<file path="src/sd_spi_command_engine_core_assert.svh">
// Assertion macros shared by the command engine modules.
`ifndef SD_SPI_COMMAND_ENGINE_CORE_ASSERT_SVH
`define SD_SPI_COMMAND_ENGINE_CORE_ASSERT_SVH
// Checks that a condition implies another at the same edge.
`define SDE_ASSERT_IMP(label, clk, rstn, cond, prop) \
    label: assert property (@(posedge clk) disable iff (!rstn) (cond) |-> (prop)) \
        else $error("assertion failed");
// Checks that a condition implies another at the next edge.
`define SDE_ASSERT_NEXT(label, clk, rstn, cond, prop) \
    label: assert property (@(posedge clk) disable iff (!rstn) (cond) |=> (prop)) \
        else $error("assertion failed");
`endif

</file>
<file path="src/sde_pkg.sv">
// Package with types, constants and helpers of the SD SPI command engine.
package sde_pkg;
    localparam int WriteBlockBytes = 512;
    localparam int InWidth = 2 + 6 + 1 + 32 + 8 + 13 + 8 + 8;
    localparam int OutWidth = 1 + 8 + 1 + 1 + 1 + 8 + 1 + 3 + 8;

    typedef enum logic [1:0] {
        OP_CMD = 2'd0,
        OP_READ = 2'd1,
        OP_WRITE = 2'd2,
        OP_XCHG = 2'd3
    } op_t;

    typedef enum logic [1:0] {
        REG_READY_LIMIT = 2'd0,
        REG_TOKEN_LIMIT = 2'd1,
        REG_RESPONSE_LIMIT = 2'd2
    } reg_index_t;

    typedef enum logic [2:0] {
        ST_OK = 3'd0,
        ST_NOT_READY = 3'd1,
        ST_BAD_TOKEN = 3'd2,
        ST_REJECTED = 3'd3,
        ST_BUSY = 3'd4
    } status_t;

    typedef enum logic [17:0] {
        PH_IDLE = 18'd1 << 0,
        PH_DESEL = 18'd1 << 1,
        PH_SELDUM = 18'd1 << 2,
        PH_READY = 18'd1 << 3,
        PH_FAILDES = 18'd1 << 4,
        PH_CMDTX = 18'd1 << 5,
        PH_DISCARD = 18'd1 << 6,
        PH_RESP = 18'd1 << 7,
        PH_TOKEN = 18'd1 << 8,
        PH_RDATA = 18'd1 << 9,
        PH_RCRC1 = 18'd1 << 10,
        PH_RCRC2 = 18'd1 << 11,
        PH_WREADY = 18'd1 << 12,
        PH_WTOKEN = 18'd1 << 13,
        PH_WDATA = 18'd1 << 14,
        PH_WCRC1 = 18'd1 << 15,
        PH_WCRC2 = 18'd1 << 16,
        PH_WRESP = 18'd1 << 17
    } phase_t;

    typedef struct packed {
        op_t         op;
        logic [5:0]  cmd_index;
        logic        app_cmd;
        logic [31:0] cmd_arg;
        logic [7:0]  block_token;
        logic [12:0] read_length;
        logic [7:0]  rx_byte;
        logic [7:0]  write_data;
    } item_t;

    typedef struct packed {
        logic       tx_valid;
        logic [7:0] tx_byte;
        logic       cs_low;
        logic       data_request;
        logic       read_valid;
        logic [7:0] read_data;
        logic       done_res;
        status_t    status;
        logic [7:0] response;
    } result_t;

    localparam logic [7:0] ByteIdle = 8'hFF;
    localparam logic [7:0] TokenStart = 8'hFE;
    localparam logic [7:0] TokenStop = 8'hFD;
    localparam logic [7:0] CmdPrefix = 8'h40;
    localparam logic [5:0] CmdGoIdle = 6'd0;
    localparam logic [5:0] CmdIfCond = 6'd8;
    localparam logic [5:0] CmdStop = 6'd12;
    localparam logic [5:0] CmdApp = 6'd55;

    function automatic logic [7:0] cmd_byte(input logic [2:0] idx, input logic [5:0] cmd,
                                            input logic [31:0] arg);
        logic [7:0] b;
        case (idx)
            3'd0: b = CmdPrefix | {2'b00, cmd};
            3'd1: b = arg[31:24];
            3'd2: b = arg[23:16];
            3'd3: b = arg[15:8];
            3'd4: b = arg[7:0];
            default: begin
                if (cmd == CmdGoIdle) b = 8'h95;
                else if (cmd == CmdIfCond) b = 8'h87;
                else b = 8'h01;
            end
        endcase
        return b;
    endfunction
endpackage

</file>
<file path="src/sde_front.sv">
// Input stage: unpacks request items and holds them in a two-entry queue.
module sde_front (
    input  logic           aclk,
    input  logic           aresetn,
    input  logic           s_tvalid,
    output logic           s_tready,
    input  logic [79:0]    s_tdata,
    output logic           q_valid,
    input  logic           q_ready,
    output sde_pkg::item_t q_item
);
    import sde_pkg::*;
    `include "sd_spi_command_engine_core_assert.svh"

    item_t     mem_reg [2];
    logic      wr_ptr_reg, wr_ptr_next, rd_ptr_reg, rd_ptr_next;
    logic [1:0] count_reg, count_next;
    item_t     in_item;
    logic      push, pop;

    assign in_item.op = op_t'(s_tdata[1:0]);
    assign in_item.cmd_index = s_tdata[7:2];
    assign in_item.app_cmd = s_tdata[8];
    assign in_item.cmd_arg = s_tdata[40:9];
    assign in_item.block_token = s_tdata[48:41];
    assign in_item.read_length = s_tdata[61:49];
    assign in_item.rx_byte = s_tdata[69:62];
    assign in_item.write_data = s_tdata[77:70];

    assign s_tready = (count_reg != 2'd2);
    assign q_valid = (count_reg != 2'd0);
    assign q_item = mem_reg[rd_ptr_reg];
    assign push = s_tvalid && s_tready;
    assign pop = q_valid && q_ready;

    always_comb begin
        wr_ptr_next = wr_ptr_reg ^ push;
        rd_ptr_next = rd_ptr_reg ^ pop;
        count_next = count_reg + {1'b0, push} - {1'b0, pop};
    end

    always_ff @(posedge aclk) begin
        if (!aresetn) begin
            wr_ptr_reg <= 1'b0;
            rd_ptr_reg <= 1'b0;
            count_reg <= 2'd0;
        end else begin
            wr_ptr_reg <= wr_ptr_next;
            rd_ptr_reg <= rd_ptr_next;
            count_reg <= count_next;
        end
        if (push) mem_reg[wr_ptr_reg] <= in_item;
    end

    `SDE_ASSERT_IMP(a_no_overflow, aclk, aresetn, count_reg == 2'd2, !push)
    `SDE_ASSERT_NEXT(a_count_up, aclk, aresetn, push && !pop, count_reg == $past(count_reg) + 2'd1)
    `SDE_ASSERT_IMP(a_count_range, aclk, aresetn, 1'b1, count_reg != 2'd3)
endmodule

</file>
<file path="src/sde_back.sv">
// Execution stage: the command state machine and its result register.
module sde_back (
    input  logic             aclk,
    input  logic             aresetn,
    input  logic             q_valid,
    output logic             q_ready,
    input  sde_pkg::item_t   q_item,
    input  logic [9:0]       ready_limit,
    input  logic [9:0]       token_limit,
    input  logic [7:0]       response_limit,
    output logic             res_valid,
    input  logic             res_ready,
    output sde_pkg::result_t res
);
    import sde_pkg::*;
    `include "sd_spi_command_engine_core_assert.svh"

    phase_t      phase_reg, phase_next;
    logic [5:0]  cmd_reg, cmd_next;
    logic        prefix_reg, prefix_next;
    logic [31:0] arg_reg, arg_next;
    logic [7:0]  token_reg, token_next;
    logic [12:0] count_reg, count_next;
    logic [9:0]  poll_reg, poll_next;
    logic        sel_reg, sel_next;
    logic        res_valid_reg;
    result_t     res_reg, r;
    logic        take;
    logic [5:0]  cur_cmd;
    logic [31:0] cur_arg;
    logic [9:0]  poll_dec;
    logic [7:0]  rx;

    assign q_ready = !res_valid_reg || res_ready;
    assign take = q_valid && q_ready;
    assign res_valid = res_valid_reg;
    assign res = res_reg;
    assign rx = q_item.rx_byte;

    always_comb begin
        cur_cmd = prefix_reg ? CmdApp : cmd_reg;
        cur_arg = prefix_reg ? 32'd0 : arg_reg;
        poll_dec = poll_reg - 10'd1;
        phase_next = phase_reg;
        cmd_next = cmd_reg;
        prefix_next = prefix_reg;
        arg_next = arg_reg;
        token_next = token_reg;
        count_next = count_reg;
        poll_next = poll_reg;
        sel_next = sel_reg;
        r = '0;
        if (q_item.op == OP_XCHG) begin
            case (phase_reg)
                PH_DESEL: begin
                    sel_next = 1'b1;
                    phase_next = PH_SELDUM;
                    r.tx_valid = 1'b1; r.tx_byte = ByteIdle;
                end
                PH_SELDUM: begin
                    poll_next = ready_limit;
                    phase_next = PH_READY;
                    r.tx_valid = 1'b1; r.tx_byte = ByteIdle;
                end
                PH_READY: begin
                    poll_next = poll_dec;
                    r.tx_valid = 1'b1; r.tx_byte = ByteIdle;
                    if (rx == ByteIdle) begin
                        phase_next = PH_CMDTX;
                        count_next = '0;
                        r.tx_byte = cmd_byte(3'd0, cur_cmd, cur_arg);
                    end else if (poll_dec == '0) begin
                        sel_next = 1'b0;
                        phase_next = PH_FAILDES;
                    end
                end
                PH_FAILDES: begin
                    prefix_next = 1'b0;
                    r.done_res = 1'b1; r.status = ST_NOT_READY; r.response = ByteIdle;
                    phase_next = PH_IDLE;
                end
                PH_CMDTX: begin
                    count_next = count_reg + 13'd1;
                    r.tx_valid = 1'b1; r.tx_byte = ByteIdle;
                    if (count_next < 13'd6) begin
                        r.tx_byte = cmd_byte(count_next[2:0], cur_cmd, cur_arg);
                    end else if (cur_cmd == CmdStop) begin
                        phase_next = PH_DISCARD;
                    end else begin
                        poll_next = {2'b00, response_limit};
                        phase_next = PH_RESP;
                    end
                end
                PH_DISCARD: begin
                    poll_next = {2'b00, response_limit};
                    phase_next = PH_RESP;
                    r.tx_valid = 1'b1; r.tx_byte = ByteIdle;
                end
                PH_RESP: begin
                    poll_next = {2'b00, poll_dec[7:0]};
                    if (rx[7] && poll_dec[7:0] != 8'd0) begin
                        r.tx_valid = 1'b1; r.tx_byte = ByteIdle;
                    end else if (prefix_reg && rx <= 8'd1) begin
                        prefix_next = 1'b0;
                        r.tx_valid = 1'b1;
                        if (cmd_reg == CmdStop) begin
                            phase_next = PH_CMDTX;
                            count_next = '0;
                            r.tx_byte = cmd_byte(3'd0, cmd_reg, arg_reg);
                        end else begin
                            sel_next = 1'b0;
                            phase_next = PH_DESEL;
                            r.tx_byte = ByteIdle;
                        end
                    end else begin
                        prefix_next = 1'b0;
                        r.done_res = 1'b1; r.status = ST_OK; r.response = rx;
                        phase_next = PH_IDLE;
                    end
                end
                PH_TOKEN: begin
                    poll_next = poll_dec;
                    if (rx == ByteIdle && poll_dec != '0) begin
                        r.tx_valid = 1'b1; r.tx_byte = ByteIdle;
                    end else if (rx != TokenStart) begin
                        r.done_res = 1'b1; r.status = ST_BAD_TOKEN;
                        phase_next = PH_IDLE;
                    end else begin
                        phase_next = (count_reg == '0) ? PH_RCRC1 : PH_RDATA;
                        r.tx_valid = 1'b1; r.tx_byte = ByteIdle;
                    end
                end
                PH_RDATA: begin
                    r.read_valid = 1'b1; r.read_data = rx;
                    count_next = count_reg - 13'd1;
                    if (count_next == '0) phase_next = PH_RCRC1;
                    r.tx_valid = 1'b1; r.tx_byte = ByteIdle;
                end
                PH_RCRC1: begin
                    phase_next = PH_RCRC2;
                    r.tx_valid = 1'b1; r.tx_byte = ByteIdle;
                end
                PH_RCRC2: begin
                    r.done_res = 1'b1; r.status = ST_OK;
                    phase_next = PH_IDLE;
                end
                PH_WREADY: begin
                    poll_next = poll_dec;
                    if (rx == ByteIdle) begin
                        phase_next = PH_WTOKEN;
                        r.tx_valid = 1'b1; r.tx_byte = token_reg;
                        r.data_request = (token_reg != TokenStop);
                    end else if (poll_dec == '0) begin
                        r.done_res = 1'b1; r.status = ST_NOT_READY;
                        phase_next = PH_IDLE;
                    end else begin
                        r.tx_valid = 1'b1; r.tx_byte = ByteIdle;
                    end
                end
                PH_WTOKEN: begin
                    if (token_reg == TokenStop) begin
                        r.done_res = 1'b1; r.status = ST_OK;
                        phase_next = PH_IDLE;
                    end else begin
                        phase_next = PH_WDATA;
                        count_next = 13'd1;
                        r.tx_valid = 1'b1; r.tx_byte = q_item.write_data;
                        r.data_request = (13'd1 < 13'(WriteBlockBytes));
                    end
                end
                PH_WDATA: begin
                    r.tx_valid = 1'b1;
                    if (count_reg < 13'(WriteBlockBytes)) begin
                        r.tx_byte = q_item.write_data;
                        count_next = count_reg + 13'd1;
                        r.data_request = (count_next < 13'(WriteBlockBytes));
                    end else begin
                        phase_next = PH_WCRC1;
                        r.tx_byte = ByteIdle;
                    end
                end
                PH_WCRC1: begin
                    phase_next = PH_WCRC2;
                    r.tx_valid = 1'b1; r.tx_byte = ByteIdle;
                end
                PH_WCRC2: begin
                    phase_next = PH_WRESP;
                    r.tx_valid = 1'b1; r.tx_byte = ByteIdle;
                end
                PH_WRESP: begin
                    r.done_res = 1'b1;
                    r.status = (rx[4:0] == 5'h05) ? ST_OK : ST_REJECTED;
                    phase_next = PH_IDLE;
                end
                default: begin
                    phase_next = PH_IDLE;
                end
            endcase
        end else if (phase_reg != PH_IDLE) begin
            r.done_res = 1'b1; r.status = ST_BUSY;
        end else if (q_item.op == OP_CMD) begin
            cmd_next = q_item.cmd_index;
            prefix_next = q_item.app_cmd;
            arg_next = q_item.cmd_arg;
            r.tx_valid = 1'b1;
            if (!q_item.app_cmd && q_item.cmd_index == CmdStop) begin
                phase_next = PH_CMDTX;
                count_next = '0;
                r.tx_byte = cmd_byte(3'd0, CmdStop, q_item.cmd_arg);
            end else begin
                sel_next = 1'b0;
                phase_next = PH_DESEL;
                r.tx_byte = ByteIdle;
            end
        end else if (q_item.op == OP_READ) begin
            count_next = q_item.read_length;
            poll_next = token_limit;
            phase_next = PH_TOKEN;
            r.tx_valid = 1'b1; r.tx_byte = ByteIdle;
        end else begin
            token_next = q_item.block_token;
            poll_next = ready_limit;
            phase_next = PH_WREADY;
            r.tx_valid = 1'b1; r.tx_byte = ByteIdle;
        end
        r.cs_low = sel_next;
    end

    always_ff @(posedge aclk) begin
        if (!aresetn) begin
            phase_reg <= PH_IDLE;
            cmd_reg <= '0;
            prefix_reg <= 1'b0;
            arg_reg <= '0;
            token_reg <= '0;
            count_reg <= '0;
            poll_reg <= '0;
            sel_reg <= 1'b0;
            res_valid_reg <= 1'b0;
        end else begin
            if (take) begin
                phase_reg <= phase_next;
                cmd_reg <= cmd_next;
                prefix_reg <= prefix_next;
                arg_reg <= arg_next;
                token_reg <= token_next;
                count_reg <= count_next;
                poll_reg <= poll_next;
                sel_reg <= sel_next;
                res_valid_reg <= 1'b1;
            end else if (res_ready) begin
                res_valid_reg <= 1'b0;
            end
        end
        if (take) res_reg <= r;
    end

    `SDE_ASSERT_IMP(a_done_idle, aclk, aresetn, take && r.done_res && r.status != ST_BUSY,
        phase_next == PH_IDLE)
    `SDE_ASSERT_IMP(a_hold, aclk, aresetn, res_valid_reg && !res_ready, !q_ready)
    `SDE_ASSERT_NEXT(a_cs_follow, aclk, aresetn, take, res_reg.cs_low == sel_reg)
endmodule

</file>
<file path="src/sd_spi_command_engine_core.sv">
// Top level of the SD card SPI-mode host command engine.
// Each request or finished byte exchange gives exactly one result; one item is taken per
// clock when the result side keeps up, with a two-entry input queue feeding a state machine
// whose result register is its single stage; an item is stored in the queue, then registered as a result.
// Configuration writes are accepted at any time and take effect for later requests.
module sd_spi_command_engine_core (
    input  logic        aclk,
    input  logic        aresetn,
    input  logic        s_tvalid,
    output logic        s_tready,
    // op, cmd_index, app_cmd, cmd_arg, block_token, read_length, rx_byte, write_data
    input  logic [79:0] s_tdata,
    output logic        m_tvalid,
    input  logic        m_tready,
    // tx_valid, tx_byte, cs_low, data_request, read_valid, read_data, done_res, status, response
    output logic [31:0] m_tdata,
    input  logic        cfg_valid,
    output logic        cfg_ready,
    input  logic [1:0]  cfg_index,
    input  logic [9:0]  cfg_data
);
    import sde_pkg::*;

    logic       q_valid, q_ready;
    item_t      q_item;
    result_t    res;
    logic [9:0] ready_limit_reg, token_limit_reg;
    logic [7:0] response_limit_reg;

    assign cfg_ready = 1'b1;

    always_ff @(posedge aclk) begin
        if (!aresetn) begin
            ready_limit_reg <= 10'd500;
            token_limit_reg <= 10'd200;
            response_limit_reg <= 8'd10;
        end else if (cfg_valid) begin
            case (reg_index_t'(cfg_index))
                REG_READY_LIMIT: ready_limit_reg <= cfg_data;
                REG_TOKEN_LIMIT: token_limit_reg <= cfg_data;
                REG_RESPONSE_LIMIT: response_limit_reg <= cfg_data[7:0];
                default: ;
            endcase
        end
    end

    sde_front u_front (
        .aclk(aclk), .aresetn(aresetn), .s_tvalid(s_tvalid), .s_tready(s_tready),
        .s_tdata(s_tdata), .q_valid(q_valid), .q_ready(q_ready), .q_item(q_item)
    );

    sde_back u_back (
        .aclk(aclk), .aresetn(aresetn), .q_valid(q_valid), .q_ready(q_ready),
        .q_item(q_item), .ready_limit(ready_limit_reg), .token_limit(token_limit_reg),
        .response_limit(response_limit_reg), .res_valid(m_tvalid), .res_ready(m_tready),
        .res(res)
    );

    assign m_tdata = {res.response, res.status, res.done_res, res.read_data,
                      res.read_valid, res.data_request, res.cs_low, res.tx_byte, res.tx_valid};
endmodule
</file>
<file path="config.mk">
export PLATFORM = sky130hd
export DESIGN_NAME = sd_spi_command_engine_core
export DESIGN_NICKNAME = d
export VERILOG_FILES = /design/src/sde_pkg.sv /design/src/sde_front.sv /design/src/sde_back.sv /design/src/sd_spi_command_engine_core.sv
export VERILOG_INCLUDE_DIRS = /design/src /design/src/src
export SDC_FILE = /design/constraint.sdc
export NUM_CORES = 1
export LEC_CHECK = 0
export BUFFER_PORTS_ARGS = -buffer_cell sky130_fd_sc_hd__buf_2
export CAP_MARGIN = 40
export CORE_ASPECT_RATIO = 2
export CORE_MARGIN = 2
export CORE_UTILIZATION = 50
export CTS_CLUSTER_DIAMETER = 200
export DETAILED_ROUTE_END_ITERATION = 6
export HOLD_SLACK_MARGIN = 0.12
export PLACE_DENSITY = 0.78
export RECOVER_POWER = 100
export SYNTH_ARGS = -nofsm -noshare
export SYNTH_HDL_FRONTEND = slang
export SYNTH_HIERARCHICAL = 1
export SYNTH_SLANG_ARGS = --single-unit
</file>
<file path="constraint.sdc">
create_clock -name aclk -period 8.3 [get_ports aclk]
set_clock_uncertainty 0.1 [all_clocks]
set_input_delay 0.83 -clock aclk [delete_from_list [all_inputs] [get_ports aclk]]
set_output_delay 0.83 -clock aclk [all_outputs]
set_load 0.05 [all_outputs]
</file>
==> summary.txt <==
Timing
  • RSZ-0062 raised after global routing: false
  • Hold WS: between 300 and 400 ps
  • FMAX: 176 MHz
  • Slack of the critical path: approximately 2600 ps
  • Final count of negative-setup-slack endpoints: 0
  • Relative slew slack: -137%
  • Fin crit period: about 5700 ps
  • Final max-slew violation count: roughly 330
  • Period utilization: 68.4%
  • Final setup TNS: 0 ps
  • Endpoints failing hold: 0
  • Worst Tran Pin Value: 3560 ps

Power and ir drop
  • P_sw: 0.00231 W
  • Power Dens Cells: ~340 mW/mm2
  • Comb power frac: 38.4%
  • Flop pwr share: 37.4%
  • Lkg Pwr: 6.01 nW
  • Internal power: 0.00360 W
  • Peak supply drop: about 0.38 mV
  • Sw Share: 39.0%
  • Final Total Pwr: 0.00591 W
  • Clock share of power: 24.2%

Detailed routing
  • Vias per cell: 6.24
  • Final ANT Viol Nets: 0
  • Initial drt markers: ~1,300
  • WL/cell: 21.6 um
  • DRT Pass-1 Iters: 7
  • Total wire length: 40.4 mm
  • Via Count: 11,700
  • Post-route DRC violation count: 0

Logic synthesis
  • Mapped Area: about 0.015 mm2
  • Async set-or-reset flop fraction in the synthesized netlist: 0%
  • Top cell type's share of synthesized area: 36.5%
  • Syn_area_per_cell: about 11 um2
  • Leading area contributor after synthesis: edfxtp_1
  • Register bit total from synthesis: 311
  • Synth Net Count: 1,515
  • Yosys cell types: 96
  • Post-Syn Instances: 1,401
  • Synth warn: 6
  • Most used DFF post-synth: edfxtp_1
  • Ranking of synthesized cells by area: edfxtp_1, dfxtp_1, mux2i_1, mux2_2, nand2_1
  • Post-synth EDFFs: 188
  • Sequential fraction of the synthesis area: 52.4%

Job
  • MaxCap Viol Count: 7

Clock network
  • # resized after CTS: 0
  • CTS tree: built
  • # H-tree levels: 1
  • # hold bufs at CTS: 0
  • Deepest clock path buffer count: 3
  • Post-CTS Setup Inserts: 0
  • Root Driver: clkbuf_16
  • Register clock-pin slew on the reported worst setup and hold paths: 70 ps
  • CTS buffer count: 28
  • Worst-skew pair later-pin latency: 560 ps
  • Clock sink count: 311

Floorplanning
  • DIE WIDTH: 128 um
  • IO Pins: 132
  • Core box area: ~0.031 mm2
  • Die Y: ~250 um
  • Die ar.: 0.0325 mm2
  • Number of cell rows: 91
  • Initial Util: between 50 and 60%

Critical path
  • Critical Path Most Common Cell: clkbuf_1
  • Crit-path slowest cell: clkbuf_1
  • Critical-path maximum fanout: 47
  • Critical path type: reg -> reg
  • Worst Path Buf+Inv: 4
  • Slowest stage delay, CP: 1260 ps
  • CP delay by family, top: buffers and inverters
  • Worst setup SP type: flop
  • Critical Path AT: ~6000 ps
  • Worst EP required: 8610 ps
  • Critical Path Sink Type: flop
  • CP cell instances: clkbuf_1 -> mux2_1 -> ha_1 -> buf_4 -> inv_1 -> clkbuf_1 -> a21oi_1 -> nand3_1 -> mux2i_1

Placed design
  • Hpwl dp: around 29 mm
  • Placer Congestion: slightly below 1
  • Pre-CTS setup slack: 4440 ps
  • PortBufs: 128

Layout
  • Footprint of the multi-input gates: 0.00679 mm2
  • Fillers: approximately 2,600
  • # diodes: 0
  • FF+latch area: 0.00811 mm2
  • P&R area growth vs syn: 10.7%
  • Largest register FFs: 156
  • Final Util: about 56%
  • Nets@finish: 1,594
  • Layout cell share with drive strength beyond 1: between 10% and 20%

Outcome
  • Status: finished, violations left
  • Violations in the final reports: capacitance limit, slew limit

Global routing
  • Initial antenna violation count: 0
  • GRT Overall Usage: 24.5%
  • Remaining global-route overflow: 0
  • Vias in the first global route: around 12,000
  • Largest net degree at the start of global routing: 62
  • First-pass GRT wire length: 63.2 mm

Hold path
  • Hold crit path type: in -> reg
-- synth_stat cells, drive strengths merged, types with 5 or more instances --
master    n
nor2    106
or2       6
o21ai    49
buf      38
nand4b    7
clkbuf   59
or3       8
or4b      6
ha       17
a211o     7
mux2     78
a41oi     5
nand3b    8
nor4b     9
xor2      9
a222oi    9
a211oi   19
o22ai     9
nand2b   12
dfxtp   123
o211ai   10
o41ai     5
nor3     39
inv      24
mux2i    98
and3     22
edfxtp  188
nor4     29
or4      10
a32oi     5
a21oi    53
and2     10
nand2   137
nand4    19
xnor2    12
nand3    37
a31oi     7
nor2b    24
a221oi   14
o21a      6
-- cells in the final DEF (no fill, tap or decap), types with 8 or more instances in the layout --
cell,n
a21oi_1,53
o211ai_1,10
mux2i_1,98
nor3_1,38
nand3_1,35
edfxtp_1,188
ha_1,17
inv_1,23
nor4_1,22
or3_1,8
a222oi_1,9
o22ai_1,8
or4_1,9
nor4b_1,9
nand4_1,18
nand3b_1,8
a211oi_1,19
nand2_1,137
xor2_1,9
clkbuf_16,31
and3_1,21
o21ai_0,46
a221oi_1,14
dfxtp_1,123
buf_2,47
mux2_4,19
nor2b_1,24
clkbuf_1,95
mux2_2,57
nor2_1,106
nand2b_1,12
xnor2_1,12
-- worst paths after layout --
kind	start	to	slack (ps)	cells past startpoint
worst max-delay path	flop	u_back/phase_reg[13]$_SDFFE_PN0P_	2620	9
worst min-delay path	s_tdata[10]	u_front/mem_reg[1][38]$_DFFE_PP_	360	1
worst max register to register	flop	u_back/phase_reg[13]$_SDFFE_PN0P_	2620	9
worst min register to register	response_limit_reg[2]$_SDFFE_PN0P_	response_limit_reg[2]$_SDFFE_PN0P_	360	2
-- cell type report --
type | instances | share of cell area [%]
Multi-Input combinational cell | 969 | 39.6
Sequential cell | 311 | 47.3
Inverter | 24 | 0.526
Clock buffer | 36 | 4.75
Timing Repair Buffer | 146 | 3.84
Tap cell | 372 | 2.72
Clock inverter | 16 | 1.27
-- cell families after synthesis --
kind of cell,count (synthesis),synth area share (%)
other,1,0.0242
multiplexers,176,12.5
AND/OR/NAND/NOR,504,17.4
flip-flops,311,52.4
AO/OA/AOI/OAI,250,11.4
adder cells (fa/ha/maj),17,1.37
buffers and inverters,121,3.70
XOR/XNOR,21,1.19
-- power groups by stage --
stage	registers [W]	clock network [W]	logic [W]
4_1_cts	0.00219	0.00146	0.00230
2_1_floorplan	0.00233	0	0.00160
3_3_place_gp	0.00220	0	0.00222
3_5_place_dp	0.00222	0	0.00228
6_report	0.00221	0.00143	0.00227
5_1_grt	0.00224	0.00152	0.00243
-- per-layer routing --
metal  track usage, %  wire (um)  up-vias
li1                 -          -     5442
met1             31.5      16300     5630
met2             42.4      20000      512
met3             3.08       2660      103
met4             8.41       1490        0
met5                0          0        -
-- through the flow --
stage	area [um2]	cells
6_report	17100	1874
5_1_grt	17100	1874
4_1_cts	17300	1874
3_5_place_dp	16300	1822
3_3_place_gp	16200	1816
2_1_floorplan	15500	1401
No activity file was read; power rests on OpenSTA's default activity.
